[src/hw/rtl/enms_pkg.sv]
`default_nettype none
// ----------------------------------------------------------------------------
// enms_pkg
// shared widths, register codes, result types and direction sectors for the
// edge non-maximum suppression block
// ----------------------------------------------------------------------------
package enms_pkg;

   localparam int MAX_COLS_DEF = 1024;
   localparam int MAX_ROWS_DEF = 1024;

   localparam int MAG_W     = 16;
   localparam int ANG_W     = 16;
   localparam int COORD_W   = 10;
   localparam int CFG_W     = 11;
   localparam int CSR_IDX_W = 1;
   localparam int MIN_DIM   = 3;
   localparam logic [CFG_W-1:0] CFG_RESET = CFG_W'(1024);

   localparam int LINE_W = ANG_W + 2 * MAG_W;

   // pi/8 multiples in q2.13
   localparam int SECT_P1 = 3216;
   localparam int SECT_P3 = 9650;
   localparam int SECT_P5 = 16084;
   localparam int SECT_P7 = 22518;

   localparam int PUSH_MAX    = 3;
   localparam int PUSH_W      = 2;
   localparam int QUEUE_DEPTH = 8;
   localparam int QPTR_W      = $clog2(QUEUE_DEPTH);
   localparam int QCNT_W      = $clog2(QUEUE_DEPTH + 1);
   localparam int RSV_W       = QCNT_W + 1;

   typedef enum logic [CSR_IDX_W-1:0] {
      CSR_FRAME_ROWS = 1'b0,
      CSR_FRAME_COLS = 1'b1
   } csr_index_type;

   typedef enum logic [1:0] {
      DIR_HORZ    = 2'd0,
      DIR_DIAG_UR = 2'd1,
      DIR_DIAG_UL = 2'd2,
      DIR_VERT    = 2'd3
   } dir_type;

   typedef struct packed {
      logic [COORD_W-1:0] out_row;
      logic [COORD_W-1:0] out_col;
      logic [MAG_W-1:0]   value;
      logic               last;
   } rsp_entry_type;

   // transaction in flight between line store read and window update
   typedef struct packed {
      logic                    vld;
      logic [PUSH_W-1:0]       n;
      logic                    dec;
      logic                    dec_border;
      logic                    emit_edge;
      logic [COORD_W-1:0]      row;
      logic [COORD_W-1:0]      col;
      logic [MAG_W-1:0]        mag;
      logic signed [ANG_W-1:0] ang;
   } stage_type;

   function automatic dir_type sector(input logic signed [ANG_W-1:0] a);
      dir_type d;
      if ((a >= -SECT_P1 && a <= SECT_P1) || a >= SECT_P7 + 1 || a <= -(SECT_P7 + 1)) begin
         d = DIR_HORZ;
      end else if ((a >= SECT_P1 + 1 && a <= SECT_P3) ||
                   (a >= -SECT_P7 && a <= -(SECT_P5 + 1))) begin
         d = DIR_DIAG_UR;
      end else if ((a >= SECT_P5 + 1 && a <= SECT_P7) ||
                   (a >= -SECT_P3 && a <= -(SECT_P1 + 1))) begin
         d = DIR_DIAG_UL;
      end else begin
         d = DIR_VERT;
      end
      return d;
   endfunction

endpackage
`default_nettype wire

[src/hw/rtl/enms_rsp_queue.sv]
`default_nettype none
// ----------------------------------------------------------------------------
// enms_rsp_queue
// result queue taking up to three entries per cycle and giving one when popped
// ----------------------------------------------------------------------------
module enms_rsp_queue (
   input  logic                                             clock,
   input  logic                                             reset,
   input  logic [enms_pkg::PUSH_W-1:0]                      push_n,
   input  enms_pkg::rsp_entry_type [enms_pkg::PUSH_MAX-1:0] push_data,
   input  logic                                             pop,
   output logic                                             head_valid,
   output enms_pkg::rsp_entry_type                          head_data,
   output logic [enms_pkg::QCNT_W-1:0]                      count
);
   import enms_pkg::*;

   rsp_entry_type     q_ff [QUEUE_DEPTH];
   logic [QPTR_W-1:0] rd_ptr_ff;
   logic [QPTR_W-1:0] rd_ptr_in;
   logic [QPTR_W-1:0] wr_ptr_ff;
   logic [QPTR_W-1:0] wr_ptr_in;
   logic [QCNT_W-1:0] count_ff;
   logic [QCNT_W-1:0] count_in;

   always_comb begin
      rd_ptr_in = rd_ptr_ff + QPTR_W'(pop);
      wr_ptr_in = wr_ptr_ff + QPTR_W'(push_n);
      count_in  = count_ff + QCNT_W'(push_n) - QCNT_W'(pop);
   end

   always_ff @(posedge clock) begin
      if (reset) begin
         rd_ptr_ff <= '0;
         wr_ptr_ff <= '0;
         count_ff  <= '0;
      end else begin
         rd_ptr_ff <= rd_ptr_in;
         wr_ptr_ff <= wr_ptr_in;
         count_ff  <= count_in;
      end
   end

   always_ff @(posedge clock) begin
      for (int i = 0; i < PUSH_MAX; i++) begin
         if (i < int'(push_n)) begin
            q_ff[wr_ptr_ff + QPTR_W'(i)] <= push_data[i];
         end
      end
   end

   assign head_valid = (count_ff != '0);
   assign head_data  = q_ff[rd_ptr_ff];
   assign count      = count_ff;

endmodule
`default_nettype wire

[config.mk]
export PLATFORM = sky130hd
export DESIGN_NAME = enms_rsp_queue
export DESIGN_NICKNAME = d
export VERILOG_FILES = /design/src/hw/rtl/enms_pkg.sv /design/src/hw/rtl/enms_rsp_queue.sv
export SDC_FILE = /design/constraint.sdc
export NUM_CORES = 1
export LEC_CHECK = 0
export BUFFER_PORTS_ARGS = -buffer_cell sky130_fd_sc_hd__buf_2
export CELL_PAD_IN_SITES_DETAIL_PLACEMENT = 1
export CELL_PAD_IN_SITES_GLOBAL_PLACEMENT = 1
export CORE_UTILIZATION = 52
export DETAILED_ROUTE_END_ITERATION = 8
export PLACE_DENSITY_LB_ADDON = 0.12
export SETUP_SLACK_MARGIN = 0.4
export SYNTH_ARGS = -nofsm -noshare
export SYNTH_HDL_FRONTEND = slang
export SYNTH_SLANG_ARGS = --single-unit
[constraint.sdc]
create_clock -name clock -period 11.1 [get_ports clock]
set_input_delay 1.665 -clock clock [delete_from_list [all_inputs] [get_ports clock]]
set_output_delay 1.665 -clock clock [all_outputs]
set_load 0.02 [all_outputs]
==> key figures <==
Outcome
  • Outcome: finished clean

Global routing
  • Number of antenna violations at the first check in global routing: 4
  • Wire length of the first global-routing pass: ~120 mm
  • Pin count of the biggest net entering global routing: 249
  • GR Util All Layers: 40.0%
  • Via count of the first global-routing pass: 20300
  • GR Overflow Total: 0

Power
  • Sequential cell fraction of total power: between 30% and 40%
  • Reported net switching power: approximately 0.0014 W
  • Leakage power: between 6 and 7 nW
  • Proportion of power drawn by the clock network: 31.2%
  • Maximum vdd drop: 0.117 mV
  • PnR Total Power: around 0.004 W
  • P_int: 0.00253 W
  • Power per Cell Area: 175 nW/um2
  • Sw frac: 35.4%
  • Part of the power in combinational logic: slightly below 30%

Yosys
  • Synthesized netlist cell count: 2128
  • Net count after synthesis: between 2000 and 2500
  • Netlist area before placement: 20500 um2
  • Average instance area after synthesis: 9.64 um2
  • Synth Register Bits: 306
  • Yosys warnings: 0
  • FFs w/ async S/R, synth: 0%
  • Number of enable-type register cells in the synthesized netlist: just under 300
  • Post-synthesis sequential area ratio: between 40% and 50%
  • Predominant post-synthesis flop cell: edfxtp_1
  • Post-synthesis cell type count: 41

Clock tree
  • Clock Tree Buf Depth: 3
  • Clock H-tree levels: 2
  • Number of gates resized after cts: 0
  • Count of clock tree sinks: 306
  • Later-pin clock latency in the skew report: 0.55 ns
  • Hold-fix buffers at CTS: 0
  • Clock root cell: clkbuf_16
  • Clock tree from TritonCTS: built
  • Clock-pin slew of the registers on the worst-case setup and hold paths: 0.06 ns
  • Cts bufs inserted: 37
  • Post-CTS setup buffer count: 0

Run
  • MaxCap Viol Count: 0

STA
  • Relative slew margins: ~4.6%
  • Final TNS setup: 0 ns
  • Setup repair after global routing missed its margin: false
  • Crit path time final: 5.85 ns
  • Post-Route Skew: 0.0226 ns
  • Setup violators final: 0
  • Count of final hold-check violations: 0
  • Tcrit/Tclk final: 52.7%
  • Number of slew-limit violations in the final report: 0
  • Max Freq: 171 MHz
  • Worst-Margin Slew: 1.43 ns
  • Worst path setup slack after routing: 5.25 ns

Placed design
  • Worst setup timing slack at the placement stage: 4.96 ns
  • Placement-stage cell area: 21200 um2
  • Number of port buffers: between 150 and 200
  • Routability congestion estimate from global placement: 0.819
  • Post-detailed-placement half-perimeter wirelength: 43.6 mm

Finish
  • Nets: 2187
  • Layout cell share with drive strength beyond 1: 20.4%
  • Area delta synth->final: 8.88%
  • Final standard cell utilization of the core: 57.5%
  • Commonest cells after routing, fill and taps aside: nand2_1 (297), nor3_1 (296), a31oi_1 (296), edfxtp_1 (296), o21ai_0 (215)
  • Most frequent standard cell in the layout excluding fill and tap cells: nand2_1
  • Final standard cell area without fillers: 22300 um2

Min path
  • Type of the tightest min-delay check: flop to flop
  • Startpoint of the most critical hold path: count[2]

Critical path
  • Data required time at the worst endpoint: about 11 ns
  • Worst-path maximum fanout: 87
  • WP data arrival: a little over 6 ns
  • Critical path endpoint category: flop
  • Critical path class: input pin to flop
  • Startpoint of the most critical setup path: push_n[1]
  • CP Launch Type: input pin
  • Reg-to-reg startpoint: wr_ptr_ff[0]

Detailed routing
  • Wire length per cell after detailed routing: 31.3 um
  • DRT Pass-1 Iters: 7
  • Iteration-0 DRC count of the detailed router: 2089
  • Drt drc: 0
  • Post-DRT Antenna Nets: 0
  • Count of vias placed by the detailed router: 19700
  • Ratio of routed vias to standard cells: between 7 and 8
  • Final Routed Wirelength: 81.6 mm

Die
  • Standard-cell rows: 72
  • Die Y-Extent: 201 um
  • Width of the die: roughly 200 um
  • Count of boundary I/O pins: 158
  • Placeable core region: 38800 um2
  • Initial cell density of the core: 52.9%
  • Floorplan die area: 40300 um2
## Yosys cell counts (all sizes together), types with 3 or more instances
library cell  number  area (um2)
and4b             74         741
nand2            298        1120
inv               11        41.3
nor2               5        18.8
dfxtp             10         200
nor2b              6        37.5
edfxtp           296        8890
nor4bb             5        50.1
and4              37         324
or2                9        56.3
nand3              3        20.0
nand2b             3        18.8
buf              132         682
a31oi            296        1850
o22ai              6        37.5
and4bb            32         400
xnor2              3        33.8
nor3             296        1480
mux2              39         439
o21ai            296        1480
ha                10         125
nand3b             3        26.3
mux4              74        1670
clkbuf           172         654
## worst paths after layout
check        cells after the start  slack, ns     endpoint
min reg2reg                      4       0.74     count[2]
min                              4       0.74     count[2]
max reg2reg                      5       6.43  q_ff[2][22]
max                              7       5.25  q_ff[5][25]
## power by group through the flow
stage	clock (W)	sequential (W)	combinational, W
6_report	0.00122	0.00154	0.00116
5_1_grt	0.00126	0.00155	0.00121
4_1_cts	0.00123	0.00154	0.00113
3_5_place_dp	0	0.00156	0.00112
3_3_place_gp	0	0.00155	0.00109
2_1_floorplan	0	0.00152	0.000764
## sequential cells by signal, summed over array words and instances (netlist names)
signal and flops:
rd_ptr_ff 3, count 4, wr_ptr_ff 3, q_ff 296
## per-stage QoR
stage	hold slack, ns	instances
5_1_grt	0.789	2607
2_1_floorplan	0.565	2128
3_3_place_gp	0.710	2538
4_1_cts	0.762	2604
3_5_place_dp	0.746	2538
6_report	0.743	2607
## layer usage
layer / GRT usage (%) / up-vias / part of all wire (%)
met5: 0 / - / 0.016
met3: 6.87 / 310 / 10
met4: 21.6 / 2 / 5.1
li1: - / 8126 / -
met2: 64.8 / 1436 / 48
met1: 51.5 / 9827 / 37
## worst max-delay path, stage by stage
cell     delay (ns)
buf_4          0.67
buf_4          0.76
nand3_4        0.90
buf_4          0.74
or2_2          0.72
buf_4          0.36
a31oi_1        0.23
## kinds of logic (layout without fill, tap and decap cells)
| family | after synthesis | count (layout) | synth area share [%] |
|---|---|---|---|
| muxes | 114 | 114 | 10.3 |
| AOI/OAI and AO/OA | 603 | 603 | 16.6 |
| and+or+nand+nor | 772 | 772 | 21.0 |
| adders and majority gates | 13 | 13 | 0.854 |
| xor gates and xnor gates | 5 | 5 | 0.250 |
| buffers and inverters | 315 | 273 | 6.71 |
| other | 0 | 3 | 0 |
| DFF | 306 | 306 | 44.3 |
## final cells by class
cell class | count | area, um2
Antenna cell | 3 | 7.51
Clock buffer | 44 | 995
Clock inverter | 22 | 186
Fill cell | 4278 | 16500
Inverter | 11 | 41.3
Multi-Input combinational cell | 1507 | 10300
Sequential cell | 306 | 9100
Tap cell | 518 | 648
Timing Repair Buffer | 196 | 1090
Power figures use the tool's default switching activity.
