--- src/hw/rtl/enms_pkg.sv ---
`default_nettype none
// ----------------------------------------------------------------------------
// enms_pkg
// shared widths, register codes, result types and direction sectors for the
// edge non-maximum suppression block
// ----------------------------------------------------------------------------
package enms_pkg;

   localparam int MAX_COLS_DEF = 1024;
   localparam int MAX_ROWS_DEF = 1024;

   localparam int MAG_W     = 16;
   localparam int ANG_W     = 16;
   localparam int COORD_W   = 10;
   localparam int CFG_W     = 11;
   localparam int CSR_IDX_W = 1;
   localparam int MIN_DIM   = 3;
   localparam logic [CFG_W-1:0] CFG_RESET = CFG_W'(1024);

   localparam int LINE_W = ANG_W + 2 * MAG_W;

   // pi/8 multiples in q2.13
   localparam int SECT_P1 = 3216;
   localparam int SECT_P3 = 9650;
   localparam int SECT_P5 = 16084;
   localparam int SECT_P7 = 22518;

   localparam int PUSH_MAX    = 3;
   localparam int PUSH_W      = 2;
   localparam int QUEUE_DEPTH = 8;
   localparam int QPTR_W      = $clog2(QUEUE_DEPTH);
   localparam int QCNT_W      = $clog2(QUEUE_DEPTH + 1);
   localparam int RSV_W       = QCNT_W + 1;

   typedef enum logic [CSR_IDX_W-1:0] {
      CSR_FRAME_ROWS = 1'b0,
      CSR_FRAME_COLS = 1'b1
   } csr_index_type;

   typedef enum logic [1:0] {
      DIR_HORZ    = 2'd0,
      DIR_DIAG_UR = 2'd1,
      DIR_DIAG_UL = 2'd2,
      DIR_VERT    = 2'd3
   } dir_type;

   typedef struct packed {
      logic [COORD_W-1:0] out_row;
      logic [COORD_W-1:0] out_col;
      logic [MAG_W-1:0]   value;
      logic               last;
   } rsp_entry_type;

   // transaction in flight between line store read and window update
   typedef struct packed {
      logic                    vld;
      logic [PUSH_W-1:0]       n;
      logic                    dec;
      logic                    dec_border;
      logic                    emit_edge;
      logic [COORD_W-1:0]      row;
      logic [COORD_W-1:0]      col;
      logic [MAG_W-1:0]        mag;
      logic signed [ANG_W-1:0] ang;
   } stage_type;

   function automatic dir_type sector(input logic signed [ANG_W-1:0] a);
      dir_type d;
      if ((a >= -SECT_P1 && a <= SECT_P1) || a >= SECT_P7 + 1 || a <= -(SECT_P7 + 1)) begin
         d = DIR_HORZ;
      end else if ((a >= SECT_P1 + 1 && a <= SECT_P3) ||
                   (a >= -SECT_P7 && a <= -(SECT_P5 + 1))) begin
         d = DIR_DIAG_UR;
      end else if ((a >= SECT_P5 + 1 && a <= SECT_P7) ||
                   (a >= -SECT_P3 && a <= -(SECT_P1 + 1))) begin
         d = DIR_DIAG_UL;
      end else begin
         d = DIR_VERT;
      end
      return d;
   endfunction

endpackage
`default_nettype wire

--- src/hw/rtl/enms_window.sv ---
`default_nettype none
// ----------------------------------------------------------------------------
// enms_window
// 3x3 magnitude window, direction sector and local maximum test; builds up to
// three result entries per transaction
// ----------------------------------------------------------------------------
module enms_window (
   input  logic                                                clock,
   input  logic                                                reset,
   input  enms_pkg::stage_type                                 s1,
   input  logic [enms_pkg::MAG_W-1:0]                          rd_older,
   input  logic [enms_pkg::MAG_W-1:0]                          rd_prev,
   input  logic signed [enms_pkg::ANG_W-1:0]                   rd_ang,
   output logic [enms_pkg::PUSH_W-1:0]                         push_n,
   output enms_pkg::rsp_entry_type [enms_pkg::PUSH_MAX-1:0]    push_data
);
   import enms_pkg::*;

   // window columns 1 and 2 before the shift; column 0 is never needed later
   logic [MAG_W-1:0]        win_mid_ff   [3];
   logic [MAG_W-1:0]        win_mid_in   [3];
   logic [MAG_W-1:0]        win_right_ff [3];
   logic [MAG_W-1:0]        win_right_in [3];
   logic signed [ANG_W-1:0] center_ang_ff;
   logic signed [ANG_W-1:0] center_ang_in;

   logic [MAG_W-1:0] center;
   logic [MAG_W-1:0] nb1;
   logic [MAG_W-1:0] nb2;
   logic [MAG_W-1:0] dec_value;
   rsp_entry_type    e_dec;
   rsp_entry_type    e_edge;
   rsp_entry_type    e_self;

   always_comb begin
      win_mid_in    = win_mid_ff;
      win_right_in  = win_right_ff;
      center_ang_in = center_ang_ff;
      if (s1.vld) begin
         win_mid_in      = win_right_ff;
         win_right_in[0] = rd_older;
         win_right_in[1] = rd_prev;
         win_right_in[2] = s1.mag;
         center_ang_in   = rd_ang;
      end
   end

   always_ff @(posedge clock) begin
      if (reset) begin
         for (int i = 0; i < 3; i++) begin
            win_mid_ff[i]   <= '0;
            win_right_ff[i] <= '0;
         end
         center_ang_ff <= '0;
      end else begin
         win_mid_ff    <= win_mid_in;
         win_right_ff  <= win_right_in;
         center_ang_ff <= center_ang_in;
      end
   end

   // neighbours in the shifted window
   always_comb begin
      center = win_right_ff[1];
      case (sector(center_ang_ff))
         DIR_HORZ: begin
            nb1 = win_mid_ff[1];
            nb2 = rd_prev;
         end
         DIR_DIAG_UR: begin
            nb1 = rd_older;
            nb2 = win_mid_ff[2];
         end
         DIR_DIAG_UL: begin
            nb1 = win_mid_ff[0];
            nb2 = s1.mag;
         end
         DIR_VERT: begin
            nb1 = win_right_ff[0];
            nb2 = win_right_ff[2];
         end
         default: begin
            nb1 = win_right_ff[0];
            nb2 = win_right_ff[2];
         end
      endcase
      if (s1.dec_border || (center > nb1 && center > nb2)) begin
         dec_value = center;
      end else begin
         dec_value = '0;
      end
   end

   always_comb begin
      e_dec.out_row  = s1.row - COORD_W'(1);
      e_dec.out_col  = s1.col - COORD_W'(1);
      e_dec.value    = dec_value;
      e_dec.last     = 1'b0;
      e_edge.out_row = s1.row - COORD_W'(1);
      e_edge.out_col = s1.col;
      e_edge.value   = rd_prev;
      e_edge.last    = 1'b0;
      e_self.out_row = s1.row;
      e_self.out_col = s1.col;
      e_self.value   = s1.mag;
      e_self.last    = 1'b0;

      if (s1.dec) begin
         push_data[0] = e_dec;
      end else if (s1.emit_edge) begin
         push_data[0] = e_edge;
      end else begin
         push_data[0] = e_self;
      end
      if (s1.dec && s1.emit_edge) begin
         push_data[1] = e_edge;
      end else begin
         push_data[1] = e_self;
      end
      push_data[2] = e_self;

      push_data[0].last = (s1.n == PUSH_W'(1));
      push_data[1].last = (s1.n == PUSH_W'(2));
      push_data[2].last = (s1.n == PUSH_W'(3));

      push_n = s1.vld ? s1.n : '0;
   end

endmodule
`default_nettype wire

--- config.mk ---
export PLATFORM = sky130hd
export DESIGN_NAME = enms_window
export DESIGN_NICKNAME = d
export VERILOG_FILES = /design/src/hw/rtl/enms_pkg.sv /design/src/hw/rtl/enms_window.sv
export SDC_FILE = /design/constraint.sdc
export NUM_CORES = 1
export LEC_CHECK = 0
export ABC_AREA = 1
export BUFFER_PORTS_ARGS = -buffer_cell sky130_fd_sc_hd__buf_2
export CORE_AREA = 2 2 173 175
export DETAILED_ROUTE_END_ITERATION = 10
export DIE_AREA = 0 0 175 177
export SETUP_SLACK_MARGIN = 0.5
export SLEW_MARGIN = 20
export SYNTH_ARGS = -nofsm -noshare
export SYNTH_HDL_FRONTEND = slang
export SYNTH_SLANG_ARGS = --single-unit
--- constraint.sdc ---
create_clock -name clock -period 4.33 [get_ports clock]
set_clock_uncertainty 0.2 [all_clocks]
set_input_delay 0.2165 -clock clock [delete_from_list [all_inputs] [get_ports clock]]
set_output_delay 0.2165 -clock clock [all_outputs]
set_load 0.1 [all_outputs]
==> impl_metrics.ini, run 1 <==
[sta]
maxSlewHeadroom_pct = 40.7
slew_viol_final = 0
rsz0062_at_grt = true
hold_viol_final = 0
period_minus_slack_ns = 4.19
timing.final.crit_share_pct = 96.7
tightest_slew_ns = 0.890
setup_viol = 0
maxClockFrequency_ghz = 0.239

[cells_and_area]
final_nets = 1605
drive_gt1_share_pct = 29.4
syn_to_final_growth_pct = 42.2
nFillCells = 3051
seq_area_mm2 = 0.00230
multiInputGateArea_mm2 = 0.00494
utilization_pct = 37.9
antennaDiodeCount = 0
fin_area_mm2 = 0.0111

[worst_setup_path]
crit_type = flop to primary output
critPathCapture = push_data[13]
cp.depth = 28
worstSetupStartpointType = flop
critPathRequiredTime_ns = 3.91
crit_family = simple AND/OR/NAND/NOR gates
cp-end-kind = primary output
r2r-start = center_ang_ff[11]
cp_num_buf_inv = 7
cpMaxStageDelayCell = dfxtp_4
rrSetupSlack_ns = 3.23
rr_worst_depth = 3
max_stage_delay_ns = 0.39
crit_start = center_ang_ff[15]
r2r_end = center_ang_ff[11]
path_max_fanout = 8
cp_data_arrival_time_ns = 3.77

[placement]
io_buffers = 204
place_area_mm2 = 0.00909
hpwl_um = 18100
gp_congestion = 0.822

[power_and_ir_drop]
p_total_mw = 3.83
leakage_nw = 5.04
power_density_mw_per_mm2 = 346
ir_drop_uv = 161

[clock_network]
clk_path_buf_depth = 2
cts_root_buffer = clkbuf_16
clk_latency_ns = 0.36
h-tree-depth = 3
clock-sinks = 112
cts_buffers = 9
cts_tree = yes
cts.clk_slew.worst_paths_ns = 0.08

[flow_run]
timing.max_cap.violations = 0

[yosys]
syn_inst = 1255
synth_edf_count = 0
syn_area_per_cell_um2 = 6.20
synth.distinct_cells = 34
synth_seq_cells = 112
ys_warn_count = 0
ys.flop_type = dfxtp_1
synth_top_area_cell = dfxtp_1
synthArstFlopShare_pct = 0
synth_top_area_share_pct = 28.8
seq_area_frac_synth_pct = 28.8
synth_nets = 1397
syn_area_mm2 = 0.00779
synth_area_leaders = dfxtp_1 (29%), nand2_1 (19%), a21oi_1 (8.5%)

[detailed_routing]
wl_per_cell_um = 14.6
ant_nets = 0
routed_wl_um = 27100
drt_first_pass_iters = 5
vias = 8793
via_per_inst = 4.73
route.detailed.drc = 0
first_iter_violations = 707

[global_routing]
grt_usage_pct = 16.7
grt_pass1_vias = 8099
antenna_found_initial = 1
grt_pass1_wl_um = 41900
grt_max_degree = 79
overflow = 0

[run_status]
outcome = completed

[die]
die-area_mm2 = 0.0310
rows = 63
dieHeight_um = 177
ios = 221
initial_core_util_pct = 26.6
die_width_um = 175
core_area_mm2 = 0.0292

[hold_path]
holdCritPathClass = primary input to flop
what timing repair did:
| item | CTS | global route |
|---|---|---|
| cloned | 2 | 4 |
| pin swaps | 18 | 44 |
| resized for setup | 96 | 105 |
| endpoints found under the hold margin | 57 | 0 |
| hold buffers | 57 | 0 |
| endpoints found under the setup margin | 16 | 16 |
| setup buffers | 16 | 15 |
through the flow:
| step | cells | hold slack [ns] | TNS [ns] | worst slack [ns] |
|---|---|---|---|---|
| floorplan | 1255 | 0.166 | 0 | 0.688 |
| global placement | 1748 | 0.248 | 0 | 0.277 |
| detailed placement | 1748 | 0.251 | 0 | 0.268 |
| CTS | 1839 | 0.000523 | 0 | 0.195 |
| global route | 1858 | 0.0205 | -1.01 | -0.0775 |
| finish | 1858 | 0.0154 | 0 | 0.145 |
worst reg2reg max path, stage by stage (launching register included):
cell      delay (ns)
dfxtp_4         0.39
inv_4           0.06
buf_6           0.12
a211oi_1        0.24
flip-flops by register name (all words and copies together) (netlist names):
signal / count
win_mid_ff: 48
win_right_ff: 32
center: 16
center_ang_ff: 16
cell usage in the layout, fill, tap and decap left out, types with 13 or more instances in the layout:
master	count
inv_2	14
dlygate4sd3_1	57
clkbuf_16	13
buf_4	33
a211oi_1	51
xor2_1	14
inv_1	92
nand2_2	48
nand2_1	336
buf_12	30
nor2_1	84
nor2_2	13
nand3_2	19
dfxtp_4	14
buf_2	186
dfxtp_1	97
nand3_1	62
o21ai_0	54
a21oi_1	125
ha_1	28
routing by layer:
layer	part of all wire (%)	up-vias	global-route usage, %
met4	1.3	2	4.58
met5	0.041	-	0
met1	45	4069	21.8
li1	-	4461	-
met3	4.2	22	1.78
met2	49	239	29.1
cell usage after synthesis (all sizes together) (3+ instances only):
cell type	n
a211oi	51
a21oi	132
buf	73
clkbuf	48
dfxtp	112
ha	34
inv	111
nand2	394
nand3	84
nand4	7
nor2	105
nor3	10
o21ai	65
xnor2	3
xor2	14
layout make-up:
type / count / area share (%)
timing repair buffer: 318 / 23.4
inverter: 112 / 3.94
clock buffer: 11 / 2.28
clock inverter: 5 / 0.565
tap: 390 / 4.41
multi-input combinational: 910 / 44.6
sequential: 112 / 20.7
worst min-delay path by stage:
| stage | cells past startpoint | endpoint | slack (ns) | startpoint |
|---|---|---|---|---|
| floorplan | 2 | center_ang_ff[13] | 0.17 | rd_ang[13] |
| global placement | 2 | win_mid_ff[42] | 0.25 | win_mid_ff[42] |
| detailed placement | 2 | win_mid_ff[23] | 0.25 | win_mid_ff[23] |
| CTS | 3 | center[12] | 0.0005 | rd_prev[12] |
| global route | 3 | center[11] | 0.02 | rd_prev[11] |
| finish | 3 | center[1] | 0.02 | rd_prev[1] |
report_power, final:
group	internal, mW	leakage [nW]	switching [mW]	total (mW)
clock	0.486	0.149	0.423	0.909
sequential	1.08	0.931	0.0608	1.15
combinational	0.567	3.96	1.21	1.77
cell families (layout without fill, tap and decap cells):
logic type / count (synthesis) / in the layout / share of synthesized area (%)
xor gates and xnor gates: 17 / 17 / 1.91
AOI/OAI and AO/OA: 254 / 254 / 18.1
and+or+nand+nor: 605 / 605 / 31.5
DFF: 112 / 112 / 28.8
adders and majority gates: 34 / 34 / 5.46
buffers and inverters: 233 / 446 / 14.2
Power figures use the tool's default switching activity.
==> run 2, diff against run 1 <==
- PLACE_DENSITY: default -> 0.47
- clock period: 4.33 -> 3.8 ns (I/O delays scaled with it)
==> run 2 against run 1 <==
Compared with the run above: the flow now finishes with violations (setup timing); global-route usage is 0.38 points higher; sequential cell count stayed put; sequential power is 13% higher; total power is 14% higher; critical path depth is 3 lower; count of clock-buffer cells in the layout is 2 lower; die area stayed put; via count is 1.6% lower; first-iteration DRC count is 36% lower; final cell count is 0.86% higher; worst setup slack worse by 0.44 ns; final area is 3.8% higher; critical path type unchanged; critical endpoint is now push_data[10]; largest power group unchanged; highest routed layer is now met4.
==> impl_metrics.ini, run 2 (synthesized netlist as in run 1, its figures left out) <==
[sta]
tightest_slew_ns = 1.01
maxClockFrequency_ghz = 0.244
timing.final.crit_share_pct = 108
rsz0062_at_grt = true
hold_viol_final = 0
slew_viol_final = 0
period_minus_slack_ns = 4.09
fin_ws_ns = -0.292
setup_viol = 16
maxSlewHeadroom_pct = 32.9

[detailed_routing]
first_iter_violations = 455
route.detailed.drc = 0
drt_first_pass_iters = 5
routed_wl_um = 27800
ant_nets = 0
vias = 8653
via_per_inst = 4.62
wl_per_cell_um = 14.8

[cells_and_area]
regMostFlops = win_mid_ff
final_common_cell = nand2_1
antennaDiodeCount = 0
final_nets = 1622
top_regs = win_mid_ff: 48 flops, win_right_ff: 32 flops
fin_area_mm2 = 0.0115
utilization_pct = 39.3
syn_to_final_growth_pct = 47.6
drive_gt1_share_pct = 30.2
nFillCells = 3103
layout_common_cells = nand2_1 (330), buf_2 (186), a21oi_1 (126)
largest_reg_flops = 48

[run_status]
violations = setup timing
outcome = complete, but fails checks

[worst_setup_path]
worstSetupStartpointType = flop
cp_data_arrival_time_ns = 3.70
cp-end-kind = primary output
path_max_fanout = 8
critPathRequiredTime_ns = 3.41
crit_type = flop to primary output

[clock_network]
h-tree-depth = 3
clock-sinks = 112
cts_buffers = 9
cts.clk_slew.worst_paths_ns = 0.07
clk_latency_ns = 0.37
clk_path_buf_depth = 2
cts_tree = yes
cts_root_buffer = clkbuf_16

[placement]
hpwl_um = 18900
place_area_mm2 = 0.00950
io_buffers = 204
gp_congestion = 0.843

[die]
ios = 221
core_area_mm2 = 0.0292
die_width_um = 175
initial_core_util_pct = 26.6
die-area_mm2 = 0.0310
rows = 63
dieHeight_um = 177

[flow_run]
timing.max_cap.violations = 0

[global_routing]
grt_max_degree = 84
grt_pass1_wl_um = 42300
antenna_found_initial = 0
grt_usage_pct = 17.1
grt_pass1_vias = 7959
overflow = 0

[hold_path]
holdCritPathClass = primary input to flop

[power_and_ir_drop]
power_density_mw_per_mm2 = 379
ir_drop_uv = 203
leakage_nw = 5.23
==> run 2: changes by cell type in the layout (fill, tap and decap cells not counted), moves of 7 or more <==
cell / delta
nand2_8: +13
buf_4: +7
nand2_4: +16
dlygate4sd3_1: +9
nand2_2: -23
==> run 2: repair_timing <==
item	4_1_cts	5_1_grt
resized for setup	70	136
setup buffers	10	8
pin swaps	8	44
setup endpoints to repair	16	16
gates cloned	3	3
hold buffers	66	0
endpoints found under the hold margin	67	0
==> run 2: power breakdown <==
group	total (mW)	switching [mW]	internal [mW]	leakage, nW
Combinational	2.09	1.41	0.677	4.16
Clock	0.966	0.505	0.461	0.141
Sequential	1.30	0.0685	1.24	0.931
Total	4.36	1.99	2.37	5.23
==> run 2: metrics by stage <==
step / std cells / total power, mW / hold WS, ns / setup TNS [ns] / worst slack (ns)
after floorplan: 1255 / 2.64 / 0.139 / 0 / 0.337
after global placement: 1769 / 3.10 / 0.249 / -0.127 / -0.0238
after detailed placement: 1769 / 3.10 / 0.252 / -0.431 / -0.0469
after CTS: 1863 / 4.23 / 0.265 / -4.05 / -0.271
after global routing: 1874 / 4.59 / 0.288 / -7.79 / -0.509
final: 1874 / 4.36 / 0.260 / -4.25 / -0.292
==> run 2: worst paths after layout <==
| check | from | endpoint | slack, ns | cells after the start |
|---|---|---|---|---|
| worst max-delay path | center_ang_ff[13] | push_data[10] | -0.29 | 25 |
| worst min-delay path | reset | center_ang_ff[1] | 0.26 | 2 |
| worst max register to register | center[2] | center[2] | 2.32 | 3 |
| worst min register to register | win_mid_ff[45] | win_mid_ff[45] | 0.26 | 2 |
==> run 2: worst max-delay path: stages (launching register included) <==
cell and delay [ns]:
dfxtp_4 0.42, nand3_1 0.15, nor2_4 0.14, nand3b_1 0.13
nand3_2 0.13, nand3_4 0.11, nor2_4 0.15, buf_6 0.14
buf_12 0.10, buf_16 0.10, nand3_2 0.06, nand3_2 0.08
nand2_2 0.07, ha_4 0.27, nand2_1 0.05, inv_1 0.06
o21ai_1 0.08, a21oi_2 0.15, o211ai_1 0.11, nand2_1 0.09
nand3_2 0.09, nand2_4 0.12, clkbuf_16 0.20, nand2_4 0.06
nand2_4 0.07, buf_12 0.17
==> run 2: layout make-up <==
| type | instances | area, um2 | area share (%) |
|---|---|---|---|
| Clock buffer | 9 | 225 | 1.96 |
| Clock inverter | 6 | 57.6 | 0.501 |
| Inverter | 112 | 445 | 3.88 |
| Multi-Input combinational cell | 910 | 5280 | 45.9 |
| Sequential cell | 112 | 2290 | 20.0 |
| Tap cell | 390 | 488 | 4.25 |
| Timing Repair Buffer | 335 | 2700 | 23.5 |
==> run 2: routing by layer <==
| layer | global-route usage, % | routed length (um) |
|---|---|---|
| met1 | 23.2 | 13300 |
| met2 | 28.4 | 13200 |
| met3 | 3.11 | 1000 |
| met4 | 3.26 | 256 |
| met5 | 0 | 0 |
